===== src/rtl/lfsq_pkg.sv =====
`default_nettype none
package lfsq_pkg;

  localparam int SIZE_W = 13;
  localparam int POS_W = 12;
  localparam int GW_W = 13;
  localparam int ADDR_W = 3;
  localparam int DATA_W = 32;

  localparam int GRID_WIDTH_RESET = 4096;

  typedef logic [SIZE_W-1:0] size_t;
  typedef logic [POS_W-1:0] pos_t;
  typedef logic [GW_W-1:0] gw_t;

  localparam size_t SIZE_MAX = '1;

  // register index taken from paddr[2]
  localparam logic REG_GRID_WIDTH = 1'b0;

  typedef struct packed {
    logic  found;
    size_t best_size;
    pos_t  best_row;
    pos_t  best_col;
  } result_t;

endpackage
`default_nettype wire


===== src/rtl/lfsq_cfg.sv =====
`default_nettype none
module lfsq_cfg #(
  parameter int MAX_WIDTH = 4096
) (
  input  wire logic                          clk,
  input  wire logic                          rst,
  input  wire logic                          psel,
  input  wire logic                          penable,
  input  wire logic                          pwrite,
  input  wire logic [lfsq_pkg::ADDR_W-1:0]   paddr,
  input  wire logic [lfsq_pkg::DATA_W-1:0]   pwdata,
  output logic      [lfsq_pkg::DATA_W-1:0]   prdata,
  output logic                               pready,
  output logic      [$clog2(MAX_WIDTH)-1:0]  last_col
);

  localparam int CW = $clog2(MAX_WIDTH);
  localparam int WCMP = (CW + 1 > lfsq_pkg::GW_W) ? CW + 1 : lfsq_pkg::GW_W;
  localparam int RESET_EFF = (MAX_WIDTH < lfsq_pkg::GRID_WIDTH_RESET) ?
                             MAX_WIDTH : lfsq_pkg::GRID_WIDTH_RESET;

  lfsq_pkg::gw_t grid_width;
  lfsq_pkg::gw_t wr_width;
  logic [WCMP-1:0] wr_ext;
  logic [WCMP-1:0] wr_eff;
  logic [CW-1:0] last_col_next;
  logic wr_en;

  assign pready = 1'b1;
  assign wr_en = psel && penable && pwrite && (paddr[2] == lfsq_pkg::REG_GRID_WIDTH);
  assign wr_width = pwdata[lfsq_pkg::GW_W-1:0];
  assign wr_ext = WCMP'(wr_width);

  // clamp to 1..MAX_WIDTH
  always_comb begin
    priority if (wr_ext == '0) begin
      wr_eff = WCMP'(1);
    end else if (wr_ext > WCMP'(MAX_WIDTH)) begin
      wr_eff = WCMP'(MAX_WIDTH);
    end else begin
      wr_eff = wr_ext;
    end
    last_col_next = CW'(wr_eff - WCMP'(1));
  end

  always_ff @(posedge clk) begin
    if (rst) begin
      grid_width <= lfsq_pkg::GW_W'(lfsq_pkg::GRID_WIDTH_RESET);
      last_col <= CW'(RESET_EFF - 1);
    end else if (wr_en) begin
      grid_width <= wr_width;
      last_col <= last_col_next;
    end
  end

  always_comb begin
    if (paddr[2] == lfsq_pkg::REG_GRID_WIDTH) begin
      prdata = lfsq_pkg::DATA_W'(grid_width);
    end else begin
      prdata = '0;
    end
  end

endmodule
`default_nettype wire


===== config.mk =====
export PLATFORM = sky130hd
export DESIGN_NAME = lfsq_cfg
export DESIGN_NICKNAME = d
export VERILOG_FILES = /design/src/rtl/lfsq_pkg.sv /design/src/rtl/lfsq_cfg.sv
export SDC_FILE = /design/constraint.sdc
export NUM_CORES = 1
export LEC_CHECK = 0
export BUFFER_PORTS_ARGS = -buffer_cell sky130_fd_sc_hd__buf_2
export CORE_ASPECT_RATIO = 0.5
export CORE_MARGIN = 8
export CORE_UTILIZATION = 46
export DETAILED_ROUTE_END_ITERATION = 8
export GPL_ROUTABILITY_DRIVEN = 0
export PLACE_DENSITY = 0.85
export SLEW_MARGIN = 10
export SYNTH_ARGS = -nofsm -noshare
export SYNTH_HDL_FRONTEND = slang
export SYNTH_SLANG_ARGS = --single-unit

===== constraint.sdc =====
create_clock -name clk -period 3.4 [get_ports clk]
set_clock_uncertainty 0.1 [all_clocks]
set_input_delay 0.17 -clock clk [delete_from_list [all_inputs] [get_ports clk]]
set_output_delay 0.17 -clock clk [all_outputs]
set_load 0.02 [all_outputs]

; After elaboration in Yosys (flattened, before gate mapping)
; Index checks and enable logic that the tools add are counted.
[totals]
ramBits = 0
wordCells = 12
in_bits = 40
latchBits = 0
memories = 0
register_bits = 25
mem_bits_ro = 0
[classes]
n_reduce_logical = 4
eq_ne = 0
div_mod_pow = 0
mul = 0
n_bitwise = 1
shifts = 0
n_lt_le_gt_ge = 1
muxes = 3
addsub = 1
[ops]
columns = op, n
row1 = 2-to-1 mux 12 bit, 2
row2 = greater-than comparator 13 bit (second input constant), 1
row3 = logical NOT 13 bit, 1
row4 = 2-to-1 mux 13 bit, 1
row5 = subtractor 12 x 1 -> 12 bit (second input constant), 1
row6 = logical AND 1 bit, 3
row7 = inverter 1 bit, 1

; Logic depth before layout (Yosys ltp)
; Gate-level depths: netlist (run 1).
[depth]
word_depth = 4
mapped_depth = 11

; Worst setup path after synthesis (run 1)
; Ideal clock, no wire load.
[synth_timing]
kind = input port to flip-flop
from = in pwdata[2] (netlist name)
to = reg last_col[2]
n_path_buf = 2
stages = 10
setup_slack_ps = 1548
setup_time_ps = 120
arrival_time_ps = 1632
required_ps = 3180
cell_sequence = buf_6 > nor4_4 > a41oi_1 > inv_1 > nand2_1 > ha_1 > buf_2 > a21oi_1 > nor3_1 > a211o_1
[synth_between]
elab_chain_cells = 4
[synth_rtl]
columns = item, line_no
row1 = start: declaration, lfsq_cfg.sv:11  ; input wire logic [lfsq_pkg::DATA_W-1:0] pwdata,
row2 = greater-than comparator 13 bit, lfsq_cfg.sv:38  ; end else if (wr_ext > WCMP'(MAX_WIDTH)) begin
row3 = 2-to-1 mux 12 bit, lfsq_cfg.sv:38
row4 = 2-to-1 mux 12 bit *, lfsq_cfg.sv:36  ; priority if (wr_ext == '0) begin
row5 = subtractor 12 x 1 -> 12 bit *, lfsq_cfg.sv:43  ; last_col_next = CW'(wr_eff - WCMP'(1));
row6 = end signal: assignment, lfsq_cfg.sv:49  ; last_col <= CW'(RESET_EFF - 1);
row7 = end signal: assignment, lfsq_cfg.sv:52  ; last_col <= last_col_next;
row8 = end: declaration, lfsq_cfg.sv:14  ; output logic [$clog2(MAX_WIDTH)-1:0] last_col
; Every way passes the cells marked *; elsewhere a longest branch is shown, timed or not.
; A chain may end at the register's enable or synchronous reset.

; Final worst setup path (run 1)
[layout_timing]
from = in pwdata[4] (netlist name)
to = reg last_col[4]
; Same word-level chain as after synthesis.

==> out/results.ini, run 1 <==
[routing]
wl_per_cell_um = 13.3
vias = 1322
drc_errors = 0
firstDrtPassIters = 4
wl_um = 3370
drtAntennaViolNets = 0
drtIter0Drc = 135
via_per_inst = 5.20

[yosys]
synth_enable_flop_cells = 0
synth_area_leader_cell = dfxtp_1
synth-seq-cells = 25
synth_compound_area_share_pct = 17.6
synthDistinctLibCells = 36
yosysSeqAreaShare_pct = 35.7
synth_xor_area_share_pct = 0.624
synth_fa_ha_area_share_pct = 0.892
async_flop_share_pct = 0
synth_top_family_by_area = simple AND/OR/NAND/NOR gates
ys_warn_count = 0
syn_inst = 179
synth-main-ff-cell = dfxtp_1
syn_area_sq_mm = 0.00140
synthMuxAreaShare_pct = 0.714
synth-simple-area-share_pct = 28.3
synthTopCellsByArea = dfxtp_1 (36%), buf_4 (11%), nand2_1 (8.8%), a21oi_1 (7.1%), nor2b_1 (5.8%)
syn_avg_cell_area_sq_um = 7.84
yosys.area.top_type_share_pct = 35.7

[worst_setup_path]
r2r-end = last_col[10]$_SDFFE_PP1P_
cp_slowest_cell = ha_1
crit_path_max_fanout = 10
crit_end = last_col[4]$_SDFFE_PP1P_
crit_required_ns = 3.46
critPathLaunch = pwdata[4]
r2r_slack_ns = 2.51
criticalPathCategory = in2reg
cp_data_arrival_time_ns = 1.97
startpoint_type = input port
worstPathCellList = buf_2, nor2_1, a41oi_1, inv_1, nand2_1, ha_1, inv_1, o311ai_0, a21oi_1, a211o_1
timing.rr.start = last_col[10]$_SDFFE_PP1P_
critPathMaxStageDelay_ns = 0.33
critPathMostFrequentCell = inv_1
cp-end-kind = register
reg2regPathDepth = 2

[placed_design]
dpl-instance-area_sq_mm = 0.00154
port_buffers = 43
hpwl_um = 2580
post-place-ws_ns = 1.28

[global_route]
grt_pass1_vias = 1176
grt_max_degree = 27
grtUsageTotal_pct = 13.0
antenna_found_initial = 0
grt_pass1_wl_um = 5330
overflow = 0

[power_and_ir_drop]
p_per_area_mw_per_mm2 = 362
finalPower_uw = 574
ir_drop_uv = 142
leakagePower_uw = 0.000673

[clocking]
cts_hold_buf = 0
cts_tree = built
htree_levels = 1
cts_setup_buffers = 0
cts_resized = 0
clk_pin_slew_worst_paths_ns = 0.08
cts-buffers-inserted = 3
cts_root_buf = clkbuf_8
clk_latency_ns = 0.27
clk_path_buf_depth = 2
clkSinkCount = 25

[timing]
final.setup.tns_ns = 0
max_slew_margin_pct = 51.0
rsz0062_at_grt = no
postLayoutSetupSlackWorst_ns = 1.50
slew_viol_final = 0
timing.fmax_mhz = 526
hold_viol = 0
setup_viol = 0
worst_pin_slew_ns = 0.734
fin_crit_ns = 1.90
period_share_pct = 55.9

[finish]
ff_latch_area_sq_um = 500
syn2layout_area_growth_pct = 13.2
layout_commonest_cell = buf_2
fin_nets = 256
drive_gt1_share_pct = 24.8
final_area_sq_mm = 0.00159
fill_cells = 289
mostFrequentLayoutCells = buf_2 (43), nand2_1 (33), dfxtp_1 (25), a21oi_1 (20), conb_1 (20)
multi_input_area_sq_um = 749
antenna_cells = 0

[floorplan]
die_h_um = 55.0
rows = 14
io_pins = 85
dieArea_sq_mm = 0.00518
chipWidth_um = 94.1
core_sq_mm = 0.00296
initial_core_util_pct = 47.4

[job]
max_cap_viol_count = 0

[status]
outcome = completed

[hold_path]
hp-class = in2reg

[stage by stage]
step	hold slack [ns]	utilization, %	std cells
final	0.0800	53.6	254
after global routing	0.0691	53.6	254
after CTS	0.0717	53.6	254
after detailed placement	0.342	52.1	250
after global placement	0.330	52.1	250
after floorplan	0.206	-	197
[routing by layer]
metal  share of wire (%)  routed length (um)  track usage [%]  vias up
met5                   0                   0                0        -
met4                0.62                  21             4.42        0
met3                 8.8                 297             4.58        2
met2                  50                1680             23.4       50
met1                  41                1380             14.6      628
li1                    -                   -                -      642
[synthesized netlist by cell type (all sizes together) (3+ instances only)]
master   n
a21oi   20
a31oi    3
inv      5
nor2b   13
nand3    4
nand2   33
buf     23
nor3    13
clkbuf   8
o31ai    3
dfxtp   25
a211o    4
[flip-flops by register name, summed over array words and instances, names as in the netlist]
name and cells:
grid_width 13, last_col 12
[worst max-delay path, delay by kind of cell]
kind,cells,cell delay [ns]
adders and majority gates,1,0.33
and+or+nand+nor,2,0.19
buffers and inverters,3,0.36
AOI/OAI and AO/OA,4,0.92
[cell type report]
type	instances	share of cell area, %
Inverter	5	1.18
Clock inverter	1	0.315
Clock buffer	3	2.60
Timing Repair Buffer	44	14.0
Sequential cell	25	31.5
Tap cell	40	3.15
Multi-Input combinational cell	136	47.2
[power by group]
part	internal [uW]	switching (uW)
sequential	299	3.09
combinational	26.6	71.9
clock	81.9	91.5
total	408	166
[worst min-delay path by stage]
stage	start	end	depth (start not counted)
2_1_floorplan	pwdata[0]	grid_width[0]$_SDFFE_PP0P_	2
3_5_place_dp	grid_width[2]$_SDFFE_PP0P_	grid_width[2]$_SDFFE_PP0P_	2
3_3_place_gp	grid_width[12]$_SDFFE_PP1P_	grid_width[12]$_SDFFE_PP1P_	2
5_1_grt	pwdata[11]	grid_width[11]$_SDFFE_PP0P_	3
4_1_cts	pwdata[11]	grid_width[11]$_SDFFE_PP0P_	3
6_report	pwdata[11]	grid_width[11]$_SDFFE_PP0P_	3
[cells by family after synthesis]
family,Yosys count
other,2
adder cells (fa/ha/maj),1
AO/OA/AOI/OAI,39
multiplexers,1
buffers and inverters,36
AND/OR/NAND/NOR,74
flip-flops,25
XOR/XNOR,1
Power figures use the tool's default switching activity.
==> run 2, diff against run 1 <==
Settings changed: CORE_UTILIZATION 46 to 43, PLACE_DENSITY 0.85 to 0.8.
Clock period 3.4 ns to 1.9 ns, I/O delays scaled along.
==> run 2 against run 1 <==
Effect of this change:
- register-to-register slack got worse by 1.5 ns
- clock power increased by 84%
- global-route usage increased by 0.45 points
- non-clock buffer count increased by 21
- count of clock-buffer cells in the layout unchanged
- worst setup slack got worse by 1.2 ns
- via count increased by 4.4%
- sequential cell count unchanged
- routed wire length increased by 12%
- sequential power increased by 79%
- critical endpoint unchanged
==> out/results.ini, run 2 (synthesized netlist as in run 1, its figures left out) <==
[routing]
wl_um = 3760  ; was 3370 um
vias = 1380  ; was 1,322
firstDrtPassIters = 5  ; was 4
wl_per_cell_um = 13.7  ; was 13.3 um
drc_errors = 0  ; unchanged
drtIter0Drc = 80  ; was 135
drtAntennaViolNets = 0  ; unchanged
via_per_inst = 5.02  ; was 5.20

[global_route]
grt_max_degree = 27  ; unchanged
antenna_found_initial = 0  ; unchanged
grt_pass1_wl_um = 6310  ; was 5330 um
grt_pass1_vias = 1406  ; was 1,176
grtUsageTotal_pct = 13.5  ; was 13.0%
overflow = 0  ; unchanged

[placed_design]
hpwl_um = 2940  ; was 2580 um
port_buffers = 43  ; unchanged
dpl-instance-area_sq_mm = 0.00169  ; was 0.00154 sq mm
placed_cells = 270  ; was 250

[clocking]
cts-buffers-inserted = 3  ; unchanged
clk_pin_slew_worst_paths_ns = 0.08  ; about the same
htree_levels = 1  ; unchanged
clk_latency_ns = 0.27  ; about the same
cts_root_buf = clkbuf_8  ; unchanged
cts_tree = built  ; unchanged
clk_path_buf_depth = 2  ; unchanged
cts_resized = 0  ; unchanged
clkSinkCount = 25  ; unchanged

[finish]
final_area_sq_mm = 0.00175  ; was 0.00159 sq mm
syn2layout_area_growth_pct = 24.8  ; was 13.2%
top_register = grid_width  ; unchanged
drive_gt1_share_pct = 31.1  ; was 24.8%
layout_commonest_cell = buf_2  ; unchanged
largestRegisters = grid_width: 13 flops, last_col: 12 flops  ; unchanged
antenna_cells = 0  ; unchanged
mostFrequentLayoutCells = buf_2 (43), nand2_1 (33), dfxtp_1 (25), buf_4 (21)  ; was buf_2 (43), nand2_1 (33), dfxtp_1 (25), a21oi_1 (20), conb_1 (20)
fin_nets = 277  ; was 256
fill_cells = 269  ; was 289
largest_reg_flops = 13  ; unchanged
stdcell_count = 275  ; was 254

[power_and_ir_drop]
p_per_area_mw_per_mm2 = 610  ; was 362 mW/mm^2
ir_drop_uv = 310  ; was 142 uV
leakagePower_uw = 0.000772  ; was 0.000673 uW
finalPower_uw = 1070  ; was 574 uW

[floorplan]
core_sq_mm = 0.00305  ; was 0.00296 sq mm
rows = 14  ; unchanged
io_pins = 85  ; unchanged
chipWidth_um = 96.8  ; was 94.1 um
die_h_um = 56.4  ; was 55.0 um
initial_core_util_pct = 46.0  ; was 47.4%
dieArea_sq_mm = 0.00546  ; was 0.00518 sq mm

[timing]
setup_viol = 0  ; unchanged
final.setup.tns_ns = 0  ; unchanged
period_share_pct = 86.5
holdWs_ns = 0.0253  ; was 0.0800 ns
hold_viol = 0  ; unchanged
timing.fmax_mhz = 609
slew_viol_final = 0  ; unchanged
rsz0062_at_grt = no  ; unchanged
fin_crit_ns = 1.64

[worst_setup_path]
cp.depth = 10  ; unchanged
reg2regPathDepth = 2  ; unchanged
critPathMaxStageDelay_ns = 0.30  ; was 0.33 ns
cp-end-kind = register  ; unchanged
cp_data_arrival_time_ns = 1.70  ; was 1.97 ns
r2r_slack_ns = 1.02  ; was 2.51 ns
critPathMostFrequentCell = inv_1  ; unchanged
cp_slowest_cell = ha_1  ; unchanged
criticalPathCategory = in2reg  ; unchanged
crit_required_ns = 1.96  ; was 3.46 ns
crit_path_max_fanout = 8  ; was 10
startpoint_type = input port  ; unchanged
cpLargestDelayFamily = compound AO/OA/AOI/OAI gates  ; unchanged
cp_num_buf_inv = 3  ; unchanged
r2r-end = last_col[10]$_SDFFE_PP1P_  ; unchanged
worstPathCellList = buf_2, nor4_4, a41oi_1, inv_1, nand2_1, ha_1, inv_1, o311ai_0, a21oi_1, a211o_1  ; was buf_2, nor2_1, a41oi_1, inv_1, nand2_1, ha_1, inv_1, o311ai_0, a21oi_1, a211o_1
critPathLaunch = pwdata[0]  ; was pwdata[4]
crit_end = last_col[4]$_SDFFE_PP1P_  ; unchanged
timing.rr.start = last_col[10]$_SDFFE_PP1P_  ; unchanged

[hold_path]
hp-class = in2reg  ; unchanged

[job]
max_cap_viol_count = 0  ; unchanged

[status]
outcome = completed  ; unchanged

-- run 2: routing by layer --
metal	track usage (%)	wire length, um	up-vias
li1	-	-	692
met1	15.4	1590	624
met2	22.9	1800	62
met3	4.63	339	2
met4	5.21	27	0
met5	0	0	-
-- run 2: worst min-delay path by stage --
| stage | from | end | slack (ns) | cells past startpoint |
|---|---|---|---|---|
| final | pwdata[0] | grid_width[0]$_SDFFE_PP0P_ | 0.03 | 3 |
| after global routing | pwdata[0] | grid_width[0]$_SDFFE_PP0P_ | 0.04 | 3 |
| after CTS | pwdata[0] | grid_width[0]$_SDFFE_PP0P_ | 0.02 | 3 |
| after detailed placement | pwdata[11] | grid_width[11]$_SDFFE_PP0P_ | 0.29 | 3 |
| after global placement | pwdata[11] | grid_width[11]$_SDFFE_PP0P_ | 0.29 | 3 |
| after floorplan | pwdata[0] | grid_width[0]$_SDFFE_PP0P_ | 0.13 | 2 |
-- run 2: tightest hold or removal path, stage by stage --
cell     delay (ns)
buf_2          0.14
nand2_1        0.06
a21oi_1        0.05
-- run 2: where the power goes --
part           total (uW)  leakage, uW  switching [uW]  internal (uW)
logic                 209     0.000547             136           72.1
registers             542     0.000203            5.69            536
clock network         318    0.0000217             170            149
-- run 2: final cells by class --
cell class / instances / area, sq um / share of cell area, %
multi-input combinational: 136 / 749 / 42.8
sequential: 25 / 500 / 28.6
timing repair buffer: 65 / 383 / 21.9
tap: 40 / 50.0 / 2.86
clock buffer: 3 / 41.3 / 2.36
inverter: 5 / 18.8 / 1.07
clock inverter: 1 / 7.51 / 0.429
-- run 2: per-stage QoR --
| step | setup WS, ns | utilization, % |
|---|---|---|
| detailed placement | 0.0360 | 55.5 |
| finish | 0.257 | 57.4 |
| global route | 0.0824 | 57.4 |
| floorplan | 0.123 | - |
| global placement | 0.0208 | 55.5 |
| CTS | 0.290 | 57.4 |
-- run 2: timing repair --
action / 4_1_cts / 5_1_grt
buffers inserted: 0 / 0
hold buffers: 1 / 0
setup endpoints to repair: 0 / 0
hold endpoints to repair: 1 / 0
